File: src/design/b64e_pkg.sv
`timescale 1ns / 1ps
`default_nettype none
// ----------------------------------------------------------------------------
// b64e_pkg
// Types, character codes and the symbol table of the Base64 line encoder.
// ----------------------------------------------------------------------------
package b64e_pkg;

   localparam logic [7:0] CHAR_CR        = 8'h0D;
   localparam logic [7:0] CHAR_LF        = 8'h0A;
   localparam logic [7:0] CHAR_PAD       = 8'h3D;
   localparam logic [7:0] MIN_LINE       = 8'd4;
   localparam logic [7:0] RESET_LINE_LEN = 8'd76;
   localparam logic       RESET_BREAKS   = 1'b1;

   localparam logic [0:0] REG_ADD_BREAKS = 1'b0;
   localparam logic [0:0] REG_LINE_LEN   = 1'b1;

   localparam logic [1:0] PHASE_0 = 2'd0;
   localparam logic [1:0] PHASE_1 = 2'd1;
   localparam logic [1:0] PHASE_2 = 2'd2;

   typedef struct packed {
      logic [3:0][7:0] chars;
      logic [1:0]      last_idx;
      logic            last;
   } job_type;

   typedef struct packed {
      logic       add_line_breaks;
      logic [7:0] line_length;
   } cfg_type;

   typedef struct packed {
      logic full;
      logic empty;
   } q_stat_type;

   typedef struct packed {
      logic in_break;
   } back_stat_type;

   typedef enum logic [1:0] {
      BK_CHAR,
      BK_CR,
      BK_LF
   } back_state_type;

   function automatic logic [7:0] b64_sym(input logic [5:0] v);
      logic [7:0] r;
      priority if (v < 6'd26) begin
         r = 8'h41 + {2'b00, v};
      end else if (v < 6'd52) begin
         r = 8'h61 + ({2'b00, v} - 8'd26);
      end else if (v < 6'd62) begin
         r = 8'h30 + ({2'b00, v} - 8'd52);
      end else if (v == 6'd62) begin
         r = 8'h2B;
      end else begin
         r = 8'h2F;
      end
      return r;
   endfunction

endpackage
`default_nettype wire

File: src/design/base64_encoder_line_wrap.sv
`timescale 1ns / 1ps
`default_nettype none
// ----------------------------------------------------------------------------
// base64_encoder_line_wrap
// Base64 encoder with optional CR LF line wrapping, one byte in, one
// character out per transfer.
//
//   channel  ports   payload                       role
//   req      req_*   data_byte, last_byte          message bytes in
//   rsp      rsp_*   out_char, out_last            characters, pads, CR, LF out
//   csr      csr_*   add_line_breaks, line_length  APB-style register access
//
// The back end sends one character per cycle while rsp does not stall, and a
// byte gives one to four characters (1.33 on average) plus CR LF per break.
// Bytes are taken one per cycle while the job queue has room.
// Reset clears phase, column and queue; registers return to 1 and 76.
// A stall on rsp fills the queue and then holds req_ready low.
// ----------------------------------------------------------------------------
module base64_encoder_line_wrap #(
   parameter int QUEUE_DEPTH = 2
) (
   input  wire         clock,
   input  wire         reset,
   input  wire         req_valid,
   output logic        req_ready,
   input  wire  [7:0]  req_data_byte,
   input  wire         req_last_byte,
   output logic        rsp_valid,
   input  wire         rsp_ready,
   output logic [7:0]  rsp_out_char,
   output logic        rsp_out_last,
   input  wire         csr_psel,
   input  wire         csr_penable,
   input  wire         csr_pwrite,
   input  wire  [2:0]  csr_paddr,
   input  wire  [31:0] csr_pwdata,
   output logic [31:0] csr_prdata,
   output logic        csr_pready
);
   import b64e_pkg::*;

   cfg_type        cfg_ff;
   logic           csr_wr;
   logic           push;
   job_type        push_job;
   logic           pop;
   logic           head_valid;
   job_type        head_job;
   q_stat_type     q_stat;
   back_stat_type  back_stat;

   assign csr_pready = 1'b1;
   assign csr_wr     = csr_psel && csr_penable && csr_pwrite && csr_pready;

   always_ff @(posedge clock) begin
      if (reset) begin
         cfg_ff.add_line_breaks <= RESET_BREAKS;
         cfg_ff.line_length     <= RESET_LINE_LEN;
      end else if (csr_wr) begin
         unique case (csr_paddr[2:2])
            REG_ADD_BREAKS: cfg_ff.add_line_breaks <= csr_pwdata[0];
            REG_LINE_LEN:   cfg_ff.line_length     <= csr_pwdata[7:0];
            default:        cfg_ff                 <= cfg_ff;
         endcase
      end
   end

   always_comb begin
      unique case (csr_paddr[2:2])
         REG_ADD_BREAKS: csr_prdata = {31'd0, cfg_ff.add_line_breaks};
         REG_LINE_LEN:   csr_prdata = {24'd0, cfg_ff.line_length};
         default:        csr_prdata = 32'd0;
      endcase
   end

   b64e_front u_front (
      .clock         (clock),
      .reset         (reset),
      .req_valid     (req_valid),
      .req_ready     (req_ready),
      .req_data_byte (req_data_byte),
      .req_last_byte (req_last_byte),
      .q_full        (q_stat.full),
      .push          (push),
      .push_job      (push_job)
   );

   b64e_queue #(
      .DEPTH (QUEUE_DEPTH)
   ) u_queue (
      .clock      (clock),
      .reset      (reset),
      .push       (push),
      .push_job   (push_job),
      .pop        (pop),
      .head_valid (head_valid),
      .head_job   (head_job),
      .stat       (q_stat)
   );

   b64e_back u_back (
      .clock        (clock),
      .reset        (reset),
      .cfg          (cfg_ff),
      .head_valid   (head_valid),
      .head_job     (head_job),
      .pop          (pop),
      .stat         (back_stat),
      .rsp_valid    (rsp_valid),
      .rsp_ready    (rsp_ready),
      .rsp_out_char (rsp_out_char),
      .rsp_out_last (rsp_out_last)
   );

   a_cr_then_lf: assert property (@(posedge clock) disable iff (reset)
      rsp_valid && rsp_ready && (rsp_out_char == CHAR_CR)
      |=> rsp_valid && (rsp_out_char == CHAR_LF))
      else $error("CR transfer not followed by LF");

   a_break_holds_job: assert property (@(posedge clock) disable iff (reset)
      back_stat.in_break |-> !q_stat.empty)
      else $error("line break in progress with empty queue");

   a_queue_status: assert property (@(posedge clock) disable iff (reset)
      !(q_stat.full && q_stat.empty))
      else $error("queue full and empty at once");

endmodule
`default_nettype wire

File: src/design/b64e_front.sv
`timescale 1ns / 1ps
`default_nettype none
// ----------------------------------------------------------------------------
// b64e_front
// Takes input bytes, tracks the 3-byte group phase and turns each byte into
// a job of one to four output characters.
// ----------------------------------------------------------------------------
module b64e_front (
   input  wire                  clock,
   input  wire                  reset,
   input  wire                  req_valid,
   output logic                 req_ready,
   input  wire  [7:0]           req_data_byte,
   input  wire                  req_last_byte,
   input  wire                  q_full,
   output logic                 push,
   output b64e_pkg::job_type    push_job
);
   import b64e_pkg::*;

   logic [1:0] phase_ff, phase_in;
   logic [5:0] left_ff, left_in;
   logic [5:0] new_left;

   assign req_ready = !q_full;
   assign push      = req_valid && !q_full;

   always_comb begin
      push_job.chars    = {4{CHAR_PAD}};
      push_job.last_idx = 2'd0;
      push_job.last     = req_last_byte;
      new_left          = 6'd0;
      phase_in          = phase_ff;
      left_in           = left_ff;
      unique case (phase_ff)
         PHASE_1: begin
            new_left          = {req_data_byte[3:0], 2'b00};
            push_job.chars[0] = b64_sym(left_ff | {2'b00, req_data_byte[7:4]});
            push_job.chars[1] = b64_sym(new_left);
            push_job.last_idx = req_last_byte ? 2'd2 : 2'd0;
            phase_in          = PHASE_2;
         end
         PHASE_2: begin
            push_job.chars[0] = b64_sym(left_ff | {4'b0000, req_data_byte[7:6]});
            push_job.chars[1] = b64_sym(req_data_byte[5:0]);
            push_job.last_idx = 2'd1;
            phase_in          = PHASE_0;
         end
         default: begin
            new_left          = {req_data_byte[1:0], 4'b0000};
            push_job.chars[0] = b64_sym(req_data_byte[7:2]);
            push_job.chars[1] = b64_sym(new_left);
            push_job.last_idx = req_last_byte ? 2'd3 : 2'd0;
            phase_in          = PHASE_1;
         end
      endcase
      left_in = new_left;
      if (req_last_byte) begin
         phase_in = PHASE_0;
         left_in  = 6'd0;
      end
   end

   always_ff @(posedge clock) begin
      if (reset) begin
         phase_ff <= PHASE_0;
         left_ff  <= 6'd0;
      end else if (push) begin
         phase_ff <= phase_in;
         left_ff  <= left_in;
      end
   end

endmodule
`default_nettype wire

File: src/design/b64e_queue.sv
`timescale 1ns / 1ps
`default_nettype none
// ----------------------------------------------------------------------------
// b64e_queue
// Small job queue between the byte front end and the character back end.
// ----------------------------------------------------------------------------
module b64e_queue #(
   parameter int DEPTH = 2
) (
   input  wire                    clock,
   input  wire                    reset,
   input  wire                    push,
   input  b64e_pkg::job_type      push_job,
   input  wire                    pop,
   output logic                   head_valid,
   output b64e_pkg::job_type      head_job,
   output b64e_pkg::q_stat_type   stat
);
   import b64e_pkg::*;

   localparam int PTR_W = (DEPTH > 1) ? $clog2(DEPTH) : 1;
   localparam int CNT_W = $clog2(DEPTH + 1);
   localparam logic [PTR_W-1:0] LAST_PTR = PTR_W'(DEPTH - 1);
   localparam logic [CNT_W-1:0] FULL_CNT = CNT_W'(DEPTH);

   job_type            slot_ff [DEPTH];
   logic [PTR_W-1:0]   wr_ptr_ff, wr_ptr_in;
   logic [PTR_W-1:0]   rd_ptr_ff, rd_ptr_in;
   logic [CNT_W-1:0]   count_ff, count_in;
   logic               do_push, do_pop;

   assign stat.full  = (count_ff == FULL_CNT);
   assign stat.empty = (count_ff == '0);
   assign head_valid = !stat.empty;
   assign head_job   = slot_ff[rd_ptr_ff];
   assign do_push    = push && !stat.full;
   assign do_pop     = pop && head_valid;

   always_comb begin
      wr_ptr_in = wr_ptr_ff;
      rd_ptr_in = rd_ptr_ff;
      count_in  = count_ff;
      if (do_push) begin
         wr_ptr_in = (wr_ptr_ff == LAST_PTR) ? '0 : wr_ptr_ff + 1'b1;
      end
      if (do_pop) begin
         rd_ptr_in = (rd_ptr_ff == LAST_PTR) ? '0 : rd_ptr_ff + 1'b1;
      end
      if (do_push && !do_pop) begin
         count_in = count_ff + 1'b1;
      end else if (do_pop && !do_push) begin
         count_in = count_ff - 1'b1;
      end
   end

   always_ff @(posedge clock) begin
      if (reset) begin
         wr_ptr_ff <= '0;
         rd_ptr_ff <= '0;
         count_ff  <= '0;
      end else begin
         wr_ptr_ff <= wr_ptr_in;
         rd_ptr_ff <= rd_ptr_in;
         count_ff  <= count_in;
      end
   end

   always_ff @(posedge clock) begin
      if (do_push) begin
         slot_ff[wr_ptr_ff] <= push_job;
      end
   end

endmodule
`default_nettype wire

File: src/design/b64e_back.sv
`timescale 1ns / 1ps
`default_nettype none
// ----------------------------------------------------------------------------
// b64e_back
// Sends queued characters one per cycle unless rsp_ready stalls, counts
// columns and inserts CR LF at each line end if add_line_breaks is set.
// ----------------------------------------------------------------------------
module b64e_back (
   input  wire                      clock,
   input  wire                      reset,
   input  b64e_pkg::cfg_type        cfg,
   input  wire                      head_valid,
   input  b64e_pkg::job_type        head_job,
   output logic                     pop,
   output b64e_pkg::back_stat_type  stat,
   output logic                     rsp_valid,
   input  wire                      rsp_ready,
   output logic [7:0]               rsp_out_char,
   output logic                     rsp_out_last
);
   import b64e_pkg::*;

   back_state_type state_ff, state_in;
   logic [1:0]     idx_ff, idx_in;
   logic [7:0]     col_ff, col_in;
   logic           rsp_valid_ff;
   logic [7:0]     rsp_char_ff;
   logic           rsp_last_ff;

   logic [7:0] len_eff;
   logic [7:0] col_inc;
   logic       brk;
   logic       at_end;
   logic       adv;
   logic       load;
   logic [7:0] char_sel;
   logic       last_sel;

   assign len_eff  = (cfg.line_length < MIN_LINE) ? MIN_LINE : cfg.line_length;
   assign col_inc  = col_ff + 8'd1;
   assign brk      = cfg.add_line_breaks && (col_inc >= len_eff);
   assign at_end   = (idx_ff == head_job.last_idx);
   assign adv      = !rsp_valid_ff || rsp_ready;

   assign stat.in_break = (state_ff != BK_CHAR);
   assign rsp_valid     = rsp_valid_ff;
   assign rsp_out_char  = rsp_char_ff;
   assign rsp_out_last  = rsp_last_ff;

   always_comb begin
      state_in = state_ff;
      unique case (state_ff)
         BK_CHAR: if (adv && head_valid && brk) state_in = BK_CR;
         BK_CR:   if (adv) state_in = BK_LF;
         BK_LF:   if (adv) state_in = BK_CHAR;
         default: state_in = BK_CHAR;
      endcase
   end

   always_comb begin
      load     = 1'b0;
      char_sel = head_job.chars[idx_ff];
      last_sel = 1'b0;
      pop      = 1'b0;
      idx_in   = idx_ff;
      col_in   = col_ff;
      unique case (state_ff)
         BK_CHAR: begin
            if (adv && head_valid) begin
               load = 1'b1;
               if (cfg.add_line_breaks) begin
                  col_in = brk ? 8'd0 : col_inc;
               end
               if (!brk) begin
                  if (at_end) begin
                     pop      = 1'b1;
                     idx_in   = 2'd0;
                     last_sel = head_job.last;
                     if (head_job.last) col_in = 8'd0;
                  end else begin
                     idx_in = idx_ff + 2'd1;
                  end
               end
            end
         end
         BK_CR: begin
            char_sel = CHAR_CR;
            load     = adv;
         end
         BK_LF: begin
            char_sel = CHAR_LF;
            if (adv) begin
               load = 1'b1;
               if (at_end) begin
                  pop      = 1'b1;
                  idx_in   = 2'd0;
                  last_sel = head_job.last;
                  if (head_job.last) col_in = 8'd0;
               end else begin
                  idx_in = idx_ff + 2'd1;
               end
            end
         end
         default: begin
            load = 1'b0;
         end
      endcase
   end

   always_ff @(posedge clock) begin
      if (reset) begin
         state_ff     <= BK_CHAR;
         idx_ff       <= 2'd0;
         col_ff       <= 8'd0;
         rsp_valid_ff <= 1'b0;
      end else begin
         state_ff <= state_in;
         idx_ff   <= idx_in;
         col_ff   <= col_in;
         if (adv) rsp_valid_ff <= load;
      end
   end

   always_ff @(posedge clock) begin
      if (load) begin
         rsp_char_ff <= char_sel;
         rsp_last_ff <= last_sel;
      end
   end

endmodule
`default_nettype wire
File: config.mk
export PLATFORM = sky130hd
export DESIGN_NAME = base64_encoder_line_wrap
export DESIGN_NICKNAME = d
export VERILOG_FILES = /design/src/design/b64e_pkg.sv /design/src/design/base64_encoder_line_wrap.sv /design/src/design/b64e_front.sv /design/src/design/b64e_queue.sv /design/src/design/b64e_back.sv
export SDC_FILE = /design/constraint.sdc
export NUM_CORES = 1
export LEC_CHECK = 0
export ABC_AREA = 0
export BUFFER_PORTS_ARGS = -buffer_cell sky130_fd_sc_hd__buf_2
export CORE_ASPECT_RATIO = 2
export CORE_MARGIN = 10
export CORE_UTILIZATION = 55
export CTS_BUF_LIST = sky130_fd_sc_hd__clkbuf_16
export DETAILED_ROUTE_END_ITERATION = 6
export GPL_ROUTABILITY_DRIVEN = 1
export HOLD_SLACK_MARGIN = 0.15
export PLACE_DENSITY_LB_ADDON = 0.12
export REMOVE_ABC_BUFFERS = 1
export SYNTH_ARGS = -nofsm -noshare
export SYNTH_HDL_FRONTEND = slang
export SYNTH_SLANG_ARGS = --single-unit
File: constraint.sdc
create_clock -name clock -period 3.91 [get_ports clock]
set_input_delay 0.1955 -clock clock [delete_from_list [all_inputs] [get_ports clock]]
set_output_delay 0.1955 -clock clock [all_outputs]
set_load 0.02 [all_outputs]
After elaboration in Yosys (flattened, before gate mapping)
Memories as Yosys holds them, arrays and structs flattened. A register that Yosys moved wholly into a read port is not among the register bits.
Index checks and enable logic that the tools add are counted.
{ "totals": {"ff_bits": 43, "ram_bits": 38, "inputBits": 51, "output_inout_bits": 44, "elab_cells": 190, "n_memories": 1} }
{ "classes": {"addsub": 36, "order_cmp": 21, "eq_ne": 17, "mux": 74, "bitwise": 3, "reduce_logical": 25} }
{ "mem_list": {"columns": ["memory", "depth", "word_bits", "read_ports", "rd_ports_with_merged_regs", "wr", "line_no", "source"], "rows": [
  ["u_queue.slot_ff", 2, 19, 1, 1, 1, "b64e_queue.sv:26", "job_type slot_ff [DEPTH];"]
]} }
{ "ops": {"columns": ["operator", "count"], "rows": [
  ["$mux 8", 29],
  ["$lt 6x6->1 const B", 12],
  ["$pmux 32 s2", 1],
  ["$add 6x8->8 const A", 6],
  ["$add 7x6->8 const A", 6],
  ["$add 7x8->8 const A", 6],
  ["$sub 6x5->7 const B", 6],
  ["$sub 6x6->7 const B", 6],
  ["$lt 6x5->1 const B", 6],
  ["$pmux 18 s2", 1],
  ["$pmux 8 s2", 2],
  ["$eq 6x6->1 const B", 4],
  ["$mux 2", 12],
  ["$bmux 8 s2", 1],
  ["$mux 1", 16],
  ["$mux 3", 4],
  ["$ne 2x1->1 const B", 6],
  ["$pmux 6 s2", 1],
  ["$logic_and 1x1->1", 10],
  ["$add 8x1->8 const B", 1],
  ["$ge 8x8->1", 1],
  ["$lt 8x3->1 const B", 1],
  ["$pmux 2 s2", 2],
  ["$eq 2x2->1 const B", 3],
  ["22 further kinds", 33]
]} }

Depth between registers and ports, before layout
Gate-level depths: netlist of the first run.
{ "logic_depth": {"ltp_word": 11, "ltp_mapped": 15, "depth_no_buf": 14} }

Modules after synthesis
Synthesis of the first run repeated with hierarchy kept, for this count alone.
{ "unflattened": {"cells_unflattened": 835, "area_unflattened_um2": 8121.5} }
{ "modules_own_cells": {"columns": ["module", "n_inst", "cells_per_inst", "area_per_inst_um2", "seq_area_each_um2"], "rows": [
  ["b64e_front", 1, 449, 2976.6, 120.1],
  ["b64e_queue", 1, 135, 2740.1, 2202.1],
  ["b64e_back", 1, 175, 1745.4, 530.5],
  ["base64_encoder_line_wrap", 1, 76, 659.4, 180.2]
]} }

Least setup slack after synthesis of the first run
Ideal clock, no wire load.
{ "synth_timing": {"path_type": "reg2reg", "start": "register u_back.col_ff[2]", "end": "register u_queue.count_ff[1]", "setup_ns": 0.070, "arrival_ns": 3.212, "required_ns": 3.840, "path_slack_ns": 0.628, "path_stages_with_launch": 14, "path_buffers": 1, "period_less_slack_ns": 3.282, "cell_sequence": "dfxtp_1 -> clkbuf_1 -> and3_1 -> and3_1 -> nand3_1 -> xnor2_1 -> ha_1 -> nand2_1 -> o41ai_4 -> a21boi_2 -> o211ai_1 -> ha_1 -> or3_1 -> a21oi_1"} }
{ "synth_via": {"elab_chain_len": 10, "elab_cells_between_ends": 12} }
{ "synth_lines": {"columns": ["item", "line_no", "source"], "rows": [
  ["start: declaration", "b64e_back.sv:25", "logic [7:0] col_ff, col_in;"],
  ["start signal: assignment", "b64e_back.sv:119", "col_ff <= col_in;"],
  ["$add 8x1->8 *", "b64e_back.sv:40", "assign col_inc = col_ff + 8'd1;"],
  ["$ge 8x8->1 *", "b64e_back.sv:41", "assign brk = cfg.add_line_breaks && (col_inc >= len_eff);"],
  ["$logic_and 1x1->1 *", "b64e_back.sv:41", null],
  ["$mux 1 *", "b64e_back.sv:74", "if (!brk) begin"],
  ["$mux 1 *", "b64e_back.sv:69", "if (adv && head_valid) begin"],
  ["$pmux 1 s2 *", "b64e_back.sv:67", "unique case (state_ff)"],
  ["$logic_and 1x1->1 *", "b64e_queue.sv:37", "assign do_pop = pop && head_valid;"],
  ["$logic_not 1->1", "b64e_queue.sv:49", "if (do_push && !do_pop) begin"],
  ["$logic_and 1x1->1", "b64e_queue.sv:49", null],
  ["$mux 2 / $reduce_bool 2->1 (equally long branches)", null, null],
  ["end signal: assignment", "b64e_queue.sv:64", "count_ff <= count_in;"],
  ["end: declaration", "b64e_queue.sv:29", "logic [CNT_W-1:0] count_ff, count_in;"]
]} }
Mark *: on every way between the ends. The rest lies on a longest branch, timed or not.
A chain may end at the register's enable or synchronous reset.

Final worst setup path of the first run
Same ends and word-level chain as after synthesis.

==> results of run 1 <==
[power breakdown]
| group | switching (uW) | total (uW) | leakage (uW) | internal, uW |
|---|---|---|---|---|
| clock | 356 | 928 | 0.000160 | 572 |
| sequential | 97.6 | 1200 | 0.000707 | 1110 |
| combinational | 659 | 1060 | 0.00188 | 403 |
| total | 1110 | 3190 | 0.00275 | 2080 |
[cell usage in the layout (no fill, tap or decap), types with 9 or more instances in the layout]
master,n
nand2b_1,9
and2_1,11
inv_1,26
conb_1,25
o21ai_0,47
a21oi_1,51
o211ai_1,9
nand3_1,16
xor2_1,24
edfxtp_1,47
buf_2,43
a211oi_1,12
nor3_1,15
ha_1,58
nor2_1,67
clkbuf_16,9
xnor2_1,33
dfxtp_1,33
nand2_1,71
[per-layer routing]
metal	wire length [um]	vias up	share of wire, %	global-route usage, %
met4	785	0	4.8	11.48
met3	644	55	3.9	2.633
met5	0	-	0	0
li1	-	2570	-	-
met1	5611	2499	34	19.14
met2	9267	151	57	39.20
[kinds of logic (layout without fill, tap and decap cells)]
family                   Yosys count  count (layout)  share of synthesized area (%)
AO/OA/AOI/OAI                    175             175                          18.03
AND/OR/NAND/NOR                  235             235                          17.81
XOR/XNOR                          57              57                          7.975
flip-flops                        80              80                          33.10
buffers and inverters             84             101                          6.856
multiplexers                      18              18                          4.517
adder cells (fa/ha/maj)           58              58                          11.59
other                              2              25                         0.1200
[sequential cells by signal, indices dropped and copies added (netlist names), named ones only]
register / cells
u_front.left_ff: 4
u_queue.wr_ptr_ff: 1
cfg_ff: 9
u_back.idx_ff: 2
u_queue.count_ff: 2
u_back.col_ff: 8
u_queue.rd_ptr_ff: 1
u_back.rsp_out_char: 8
u_back.rsp_out_last: 1
u_queue.slot_ff: 38
u_back.rsp_valid: 1
u_front.phase_ff: 2
u_back.state_ff: 2
[cell type report]
cell class | instances | area [sq um]
Sequential cell | 80 | 2072
Clock inverter | 7 | 107.6
Tap cell | 142 | 177.7
Fill cell | 982 | 4348
Inverter | 29 | 108.9
Multi-Input combinational cell | 568 | 3845
Clock buffer | 9 | 225.2
Timing Repair Buffer | 56 | 332.8
[metrics by stage]
step / power, uW / hold WS, ps / utilization [%]
finish: 3194 / 171.3 / 61.24
detailed placement: 2271 / 420.9 / 57.56
global route: 3373 / 178.5 / 61.24
floorplan: 1938 / 264.6 / -
CTS: 3206 / 169.8 / 61.24
global placement: 2237 / 406.4 / 57.56
[worst max-delay path, delay by kind of cell (launching register included)]
kind,cells,cell delay [ps]
AOI/OAI and AO/OA,4,1100
DFF,1,460
xor gates and xnor gates,1,160
and+or+nand+nor,5,1060
adders and majority gates,2,650
[how the worst max path moves through the flow]
stage,start,end,slack [ps]
3_3_place_gp,u_back.col_ff[2],u_queue.count_ff[1],570
3_5_place_dp,u_back.col_ff[0],u_queue.count_ff[1],500
4_1_cts,u_back.col_ff[0],u_queue.count_ff[1],470
2_1_floorplan,u_back.col_ff[2],u_queue.count_ff[1],730
5_1_grt,u_back.col_ff[2],u_queue.count_ff[1],220
6_report,u_back.col_ff[2],u_queue.count_ff[1],410
==> run summary, run 1 <==
Async SR Flop Fraction: 0%
IO Port Bufs: 43
Avg WL per Cell: 18.30 um
# H-tree levels: 3
Mapped Area: 6260 sq um
setup TNS: 0 ps
post-CTS sizing: 0
worst-case reg-to-reg path depth: 12
Leak: 0.002749 uW
r2r startpoint: u_back.col_ff[2]
Final Instance Area: 6869 sq um
final worst slack: 407.4 ps
placed cells: 867
post-synth top area share: 22.55%
Placer Congestion: 0.9314
PD cells: 464.9 nW/um^2
Root Driver: clkbuf_16
RSZ-0062 raised after global routing: no
TritonCTS clock tree: built
Crit. End Element: flip-flop
core region area: 11220 sq um
startpoint types: flip-flop
worst hold path type: in2reg
DRT antenna net count: 0
clock-pin slew on the worst setup and hold paths: 60 ps
FP Rows: 55
Die Wd: 95.44 um
EDFF count, synth: 47
layout cells sized above 1: 11.21%
largest net degree at the start of global routing: 29
Worst Path Required: 4170 ps
post-synth top area cell: edfxtp_1
Clock Sinks: 80
reg2reg end: u_queue.count_ff[1]
die area: 16310 sq um
drt pass-1 iters: 5
IO Count: 95
Seq/Total Area, Yosys: 33.10%
Final Max Slew Viols: 0
post-placement cell area: 6456 sq um
Area growth syn-to-layout: 9.734%
total grt overflow: 0
fin crit share: 89.58%
outcome: finished, final reports clean
Hold Crit Endpoint: u_queue.slot_ff[1][0]
kind of critical path: reg2reg
Tightest Pin Transition: 800.2 ps
Hold Path Origin: req_last_byte
Via density: 5.920
CTS buffer count: 9
Placement Setup Slack: 504.2 ps
Total GRT Usage: 20.23%
#FFs+latches synth: 80
Initial Util: 55.81%
initial antenna violation count: 0
Synth area leaders: edfxtp_1 (23%), ha_1 (12%), dfxtp_1 (11%), xnor2_1 (4.6%), nand2_1 (4.3%)
VDD IR max: 342.7 uV
# hold bufs at CTS: 8
first-pass GRT wire length: 26310 um
Mean Syn Cell Area: 8.829 sq um
top-count cell post-synth: nand2_1
routed vias: 5275
drt drc: 0
post-CTS setup buffer count: 0
CP peak stage delay: 460 ps
non-filler cells, final: 891
vias in the first global route: 5390
final worst clock skew: 7.419 ps
slowest CP cell: dfxtp_1
Diodes inserted: 0
Worst-Skew Late Latency: 340 ps
post-detailed-routing wire length: 16310 um
Slew headroom: 46.65%
f_max: 285.5 MHz
Hold Vio Cnt, Final: 0
Syn. warnings: 0
CTS Buffer Depth: 2
Netlist cell types: 62
initial DRC count: 273
crit path time final: 3503 ps
Post-DP HPWL: 12820 um
max-cap check violation count: 0
Critical Path Fanout Max: 7
most common library cells after synthesis: nand2_1 (71), nor2_1 (67), ha_1 (58)
Hold Crit Depth: 1
Layout Nets: 853
Die H: 170.9 um
Cells after Synth: 709
WP data arrival: 3770 ps
r2r setup slk: 410 ps
Setup violations, final: 0
Top FF cell, synth: edfxtp_1
crit-path cells: and3_1 -> and3_1 -> nand3_1 -> xnor2_1 -> ha_1 -> nand2_1 -> o41ai_4 -> a21boi_2 -> o211ai_1 -> ha_1 -> or3_1 -> a21oi_1
Power figures use the tool's default switching activity.
==> run 2, diff against run 1 <==
--- a/config.mk
+++ b/config.mk
@@ -9,7 +9,7 @@
 export BUFFER_PORTS_ARGS = -buffer_cell sky130_fd_sc_hd__buf_2
 export CORE_ASPECT_RATIO = 2
 export CORE_MARGIN = 10
-export CORE_UTILIZATION = 55
+export CORE_UTILIZATION = 45
 export CTS_BUF_LIST = sky130_fd_sc_hd__clkbuf_16
 export DETAILED_ROUTE_END_ITERATION = 6
 export GPL_ROUTABILITY_DRIVEN = 1
==> run 2 against run 1 <==
  * Cell count rose by 5.2%
  * Register-to-register slack improved by 120 ps
  * Wire length up 5.6%
  * Clock power down 15%
  * Combinational power is essentially flat
  * Highest routed layer unchanged
  * Sequential cell count stayed put
  * Critical endpoint unchanged
  * Global-route usage fell by 2.2 points
  * Critical path type unchanged
  * Sequential share of layout area down 0.093 points
  * Cell area grew 0.31%
==> run summary, run 2 (same netlist as run 1, synthesis figures left out) <==
initial DRC count: 224 (-18%)
post-placement cell area: 6526 sq um (+1.1%)
Via density: 5.560 (-6.1%)
Area growth syn-to-layout: 10.07%
# H-tree levels: 3 (unchanged)
post-CTS setup buffer count: 0 (unchanged)
DRT antenna net count: 0 (unchanged)
TritonCTS clock tree: built
IO Port Bufs: 43 (unchanged)
IO Count: 95 (unchanged)
PD cells: 444.8 nW/um^2 (-4.3%)
clock-pin slew on the worst setup and hold paths: 50 ps (about the same)
Slew headroom: 51.12% (+4.5 points)
crit path time final: 3380 ps (-122.4 ps)
drt pass-1 iters: 4 (-1)
FP Rows: 60 (+9.1%)
Final Instance Area: 6890 sq um (+0.31%)
post-detailed-routing wire length: 17220 um (+5.6%)
core region area: 13590 sq um (+21%)
placed cells: 913 (+5.3%)
die area: 19310 sq um (+18%)
first-pass GRT wire length: 27700 um (+5.3%)
final worst clock skew: 5.039 ps (-2.380 ps)
max-cap check violation count: 0 (unchanged)
CTS buffer count: 9 (unchanged)
f_max: 295.8 MHz (+3.6%)
initial antenna violation count: 0 (unchanged)
Tightest Pin Transition: 732.2 ps (-67.99 ps)
fill count: 1314 (+34%)
layout cells sized above 1: 11.05% (-0.16 points)
total grt overflow: 0 (unchanged)
startpoint types: flip-flop
Hold Crit Depth: 1 (unchanged)
commonest non-fill, non-tap cell in the layout: nand2_1
leading cell types in the layout, fill and taps excluded: nand2_1 (71), nor2_1 (67), ha_1 (58), a21oi_1 (51)
worst-case reg-to-reg path depth: 12 (unchanged)
Critical Path Fanout Max: 6 (-1)
CTS Buffer Depth: 2 (unchanged)
Placement Setup Slack: 533.8 ps (+29.60 ps)
WP data arrival: 3640 ps (-130 ps)
r2r setup slk: 530 ps (+120 ps)
WP buf/inv: 0 (unchanged)
setup TNS: 0 ps (unchanged)
Layout Nets: 855 (+0.23%)
routed vias: 5210 (-1.2%)
Multi-input gate area: 3845 sq um (unchanged)
Die Wd: 103.4 um (+8.3%)
Avg WL per Cell: 18.37 um (+0.39%)
CP peak stage delay: 440 ps (-20 ps)
vias in the first global route: 5510 (+2.2%)
Worst Path Required: 4170 ps (about the same)
non-filler cells, final: 937 (+5.2%)
Post-DP HPWL: 13910 um (+8.5%)
RSZ-0062 raised after global routing: no
Total GRT Usage: 18.08% (-2.2 points)
Top reg by flops: u_queue.slot_ff
fin crit share: 86.45% (-3.1 points)
biggest regs: u_queue.slot_ff: 38 flops, cfg_ff: 9 flops
critical path depth: 12 (unchanged)
Crit. End Element: flip-flop
Final Max Slew Viols: 0 (unchanged)
worst hold path type: in2reg
Hold Vio Cnt, Final: 0 (unchanged)
Root Driver: clkbuf_16
Diodes inserted: 0 (unchanged)
overall power: 3065 uW (-4.0%)
outcome: finished, final reports clean
Setup violations, final: 0 (unchanged)
VDD IR max: 183.6 uV (-46%)
largest net degree at the start of global routing: 24 (-17%)
crit-path cells: and3_1 -> and3_1 -> nand3_1 -> xnor2_1 -> ha_1 -> nand2_1 -> o41ai_4 -> a21boi_2 -> o211ai_1 -> ha_1 -> or3_1 -> a21oi_1
kind of critical path: reg2reg
Leak: 0.002747 uW (about the same)
Initial Util: 46.07% (-9.7 points)
register area: 2072 sq um (unchanged)
Placer Congestion: 0.9276 (-0.41%)
final worst slack: 529.8 ps (+122.4 ps)
Die H: 186.8 um (+9.3%)
Worst-Skew Late Latency: 330 ps (about the same)
cell family with most CP delay: compound AO/OA/AOI/OAI gates
max reg flops: 38 (unchanged)
Clock Sinks: 80 (unchanged)
drt drc: 0 (unchanged)
slowest CP cell: dfxtp_1
==> run 2: worst reg2reg max path, stage by stage (launching register included) <==
cell	delay [ps]
dfxtp_1	440
and3_1	220
and3_1	250
nand3_1	110
xnor2_1	160
ha_1	300
nand2_1	100
o41ai_4	400
a21boi_2	140
o211ai_1	350
ha_1	330
or3_1	350
a21oi_1	150
==> run 2: path summary, 6_finish.rpt <==
kind / from / to
setup / recovery: u_back.col_ff[0] / u_queue.count_ff[1]
hold / removal: req_last_byte / u_queue.slot_ff[1][0]
setup reg to reg: u_back.col_ff[0] / u_queue.count_ff[1]
hold reg to reg: u_back.col_ff[7] / u_back.col_ff[7]
==> run 2: final cells by class <==
class,count,share of cell area (%)
repair buffers,58,5.048
flip-flops and latches,80,30.07
multi-input cells,568,55.80
clock inverters,7,0.8535
clock buffers,9,3.269
well taps,186,3.378
inverters,29,1.580
==> run 2: power breakdown <==
group | switching, uW | internal (uW) | total (uW)
clock | 308 | 484 | 793
combinational | 658 | 407 | 1070
sequential | 101 | 1110 | 1210
total | 1070 | 2000 | 3060
==> run 2: per-layer routing <==
metal / share of wire [%] / global-route usage, % / up-vias / wire length (um)
li1: - / - / 2563 / -
met1: 33 / 16.02 / 2464 / 5696
met2: 59 / 35.95 / 141 / 10110
met3: 3.6 / 2.070 / 42 / 621
met5: 0 / 0 / - / 0
met4: 4.6 / 10.39 / 0 / 793
==> run 2: timing repair <==
item,CTS,global route
hold buffers,8,0
resized for setup,0,0
endpoints found under the hold margin,9,0
==> run 2: per-stage QoR <==
step	utilization (%)	hold WS, ps
floorplan	-	264.6
global placement	48.03	415.2
detailed placement	48.03	426.8
CTS	50.71	166.9
global route	50.71	182.9
finish	50.71	170.3
==> run 3, diff against run 2 <==
--- a/config.mk
+++ b/config.mk
@@ -16,6 +16,7 @@
 export HOLD_SLACK_MARGIN = 0.15
 export PLACE_DENSITY_LB_ADDON = 0.12
 export REMOVE_ABC_BUFFERS = 1
+export SKIP_LAST_GASP = 1
 export SYNTH_ARGS = -nofsm -noshare
 export SYNTH_HDL_FRONTEND = slang
 export SYNTH_SLANG_ARGS = --single-unit
==> constraint.sdc (replaced) <==
create_clock -name clock -period 3.2 [get_ports clock]
set_input_delay 0.16 -clock clock [delete_from_list [all_inputs] [get_ports clock]]
set_output_delay 0.16 -clock clock [all_outputs]
set_load 0.02 [all_outputs]
==> run 3 against run 2 <==
  * Sequential share of layout area decreased by 0.80 points
  * Critical path depth unchanged
  * Setup slack worse by 380 ps
  * Via count up 1.7%
  * Sequential cell count stayed put
  * Global-route usage hardly changed
  * Sequential power grew 21%
  * Highest routed layer unchanged
  * First-iteration DRC count up 32%
  * Clock power is 41% higher
  * Worst hold slack gained 38 ps
==> run summary, run 3 (same netlist as run 1, synthesis figures left out) <==
first-pass GRT wire length: 27400 um (-1.1%)
commonest non-fill, non-tap cell in the layout: nand2_1
TritonCTS clock tree: built
Layout Nets: 870 (+1.8%)
Area growth syn-to-layout: 13.35%
final worst slack: 152.1 ps (-377.7 ps)
total grt overflow: 0 (unchanged)
Setup violations, final: 0 (unchanged)
IO Count: 95 (unchanged)
Critical Path Fanout Max: 3 (-3)
fill count: 1278 (-2.7%)
outcome: finished, final reports clean
core region area: 13590 sq um (unchanged)
# H-tree levels: 3 (unchanged)
r2r startpoint: cfg_ff[3]
initial antenna violation count: 0 (unchanged)
WP data arrival: 3310 ps (-330 ps)
die area: 19310 sq um (unchanged)
Hold Vio Cnt, Final: 0 (unchanged)
Die Wd: 103.4 um (unchanged)
Slew headroom: 59.00% (+7.9 points)
Setup crit start: cfg_ff[3]
worst-case reg-to-reg path depth: 12 (unchanged)
Avg WL per Cell: 18.39 um (about the same)
register area: 2077 sq um (+0.24%)
initial DRC count: 295 (+32%)
Diodes inserted: 0 (unchanged)
layout cells sized above 1: 14.23% (+3.2 points)
Util after Layout: 52.22% (+1.5 points)
DRT antenna net count: 0 (unchanged)
Worst-Skew Late Latency: 330 ps (about the same)
startpoint types: flip-flop
worst hold path type: in2reg
crit path to: u_queue.count_ff[1]
Root Driver: clkbuf_16
final worst clock skew: 5.736 ps (+0.6973 ps)
PD cells: 553.9 nW/um^2 (+25%)
Top reg by flops: u_queue.slot_ff
VDD IR max: 264.8 uV (+44%)
Placement Setup Slack: 95.61 ps (-438.2 ps)
drt pass-1 iters: 5 (+1)
Crit. End Element: flip-flop
Leak: 0.002846 uW (+3.6%)
CP peak stage delay: 400 ps (-40 ps)
routed vias: 5300 (+1.7%)
largest net degree at the start of global routing: 28 (+17%)
clock-pin slew on the worst setup and hold paths: 60 ps (about the same)
Fin Hold WS: 208.0 ps (+37.69 ps)
IO Port Bufs: 43 (unchanged)
Placer Congestion: 0.9405 (+1.4%)
crit-path cells: nor4_4 -> nand2_1 -> and2_1 -> ha_1 -> nand2b_4 -> a2111oi_4 -> o41ai_4 -> a21boi_2 -> o211ai_1 -> ha_1 -> or3_1 -> a21oi_1
r2r setup slk: 150 ps (-380 ps)
crit path time final: 3048 ps (-332.3 ps)
CTS buffer count: 9 (unchanged)
CTS Buffer Depth: 2 (unchanged)
Clock Sinks: 80 (unchanged)
post-detailed-routing wire length: 17500 um (+1.7%)
Worst Path Required: 3460 ps (-710 ps)
Via density: 5.567 (+0.12%)
Initial Util: 46.07% (unchanged)
drt drc: 0 (unchanged)
FP Rows: 60 (unchanged)
Tightest Pin Transition: 612.7 ps (-119.5 ps)
vias in the first global route: 5486 (-0.44%)
slowest CP cell: a2111oi_4
biggest regs: u_queue.slot_ff: 38 flops, cfg_ff: 9 flops
Die H: 186.8 um (unchanged)
RSZ-0062 raised after global routing: yes
non-filler cells, final: 952 (+1.6%)
Top cell by count, worst path: ha_1
Post-DP HPWL: 14000 um (+0.67%)
Final Max Slew Viols: 0 (unchanged)
fin crit share: 95.25% (+8.8 points)
Multi-input gate area: 3882 sq um (+0.98%)
f_max: 328.1 MHz (+11%)
Total GRT Usage: 18.04% (-0.044 points)
max-cap check violation count: 0 (unchanged)
kind of critical path: reg2reg
leading cell types in the layout, fill and taps excluded: nand2_1 (70), nor2_1 (65), ha_1 (57), a21oi_1 (51)
reg2reg end: u_queue.count_ff[1]
placed cells: 925 (+1.3%)
max reg flops: 38 (unchanged)
[run 3: layout make-up]
type	count	share of cell area [%]
clock buffer	9	3.174
clock inverter	7	1.499
inverter	29	1.534
multi-input combinational	568	54.72
sequential	80	29.27
tap	186	3.280
timing repair buffer	73	6.524
[run 3: worst max-delay path, delay by kind of cell, from the launching register on]
family,cells,cell delay [ps]
adder cells (fa/ha/maj),2,620
AO/OA/AOI/OAI,5,950
flip-flops,1,340
AND/OR/NAND/NOR,5,1070
[run 3: through the flow]
stage               total power [uW]  TNS, ps  instance area (sq um)
floorplan                       2368        0                   6026
global placement                2789        0                   6616
detailed placement              2822        0                   6616
CTS                             3959        0                   7038
global route                    4151   -1.533                   7096
finish                          3930        0                   7096
[run 3: worst min-delay path by stage]
| stage | startpoint | end | slack [ps] | cells past startpoint |
|---|---|---|---|---|
| 2_1_floorplan | reset | cfg_ff[0] | 230 | 1 |
| 3_3_place_gp | csr_pwdata[2] | cfg_ff[2] | 380 | 3 |
| 3_5_place_dp | csr_pwdata[2] | cfg_ff[2] | 400 | 3 |
| 4_1_cts | csr_paddr[2] | cfg_ff[8] | 210 | 3 |
| 5_1_grt | csr_paddr[2] | cfg_ff[8] | 270 | 3 |
| 6_report | csr_paddr[2] | cfg_ff[8] | 210 | 3 |
[run 3: power breakdown]
group	switching, uW	total [uW]	internal [uW]
clock	423	1120	698
sequential	108	1460	1350
combinational	825	1350	523
total	1360	3930	2570
[run 3: per-layer routing]
layer	vias up	track usage, %	wire length (um)
li1	2592	-	-
met2	158	36.49	10260
met3	36	1.848	631
met5	-	0	0
met4	0	8.558	692
met1	2514	16.29	5916
[run 3: what timing repair did]
action,in CTS,in global routing
hold endpoints to repair,11,0
resized for setup,0,11
endpoints found under the setup margin,0,6
buffers inserted,0,2
hold buffers,9,0
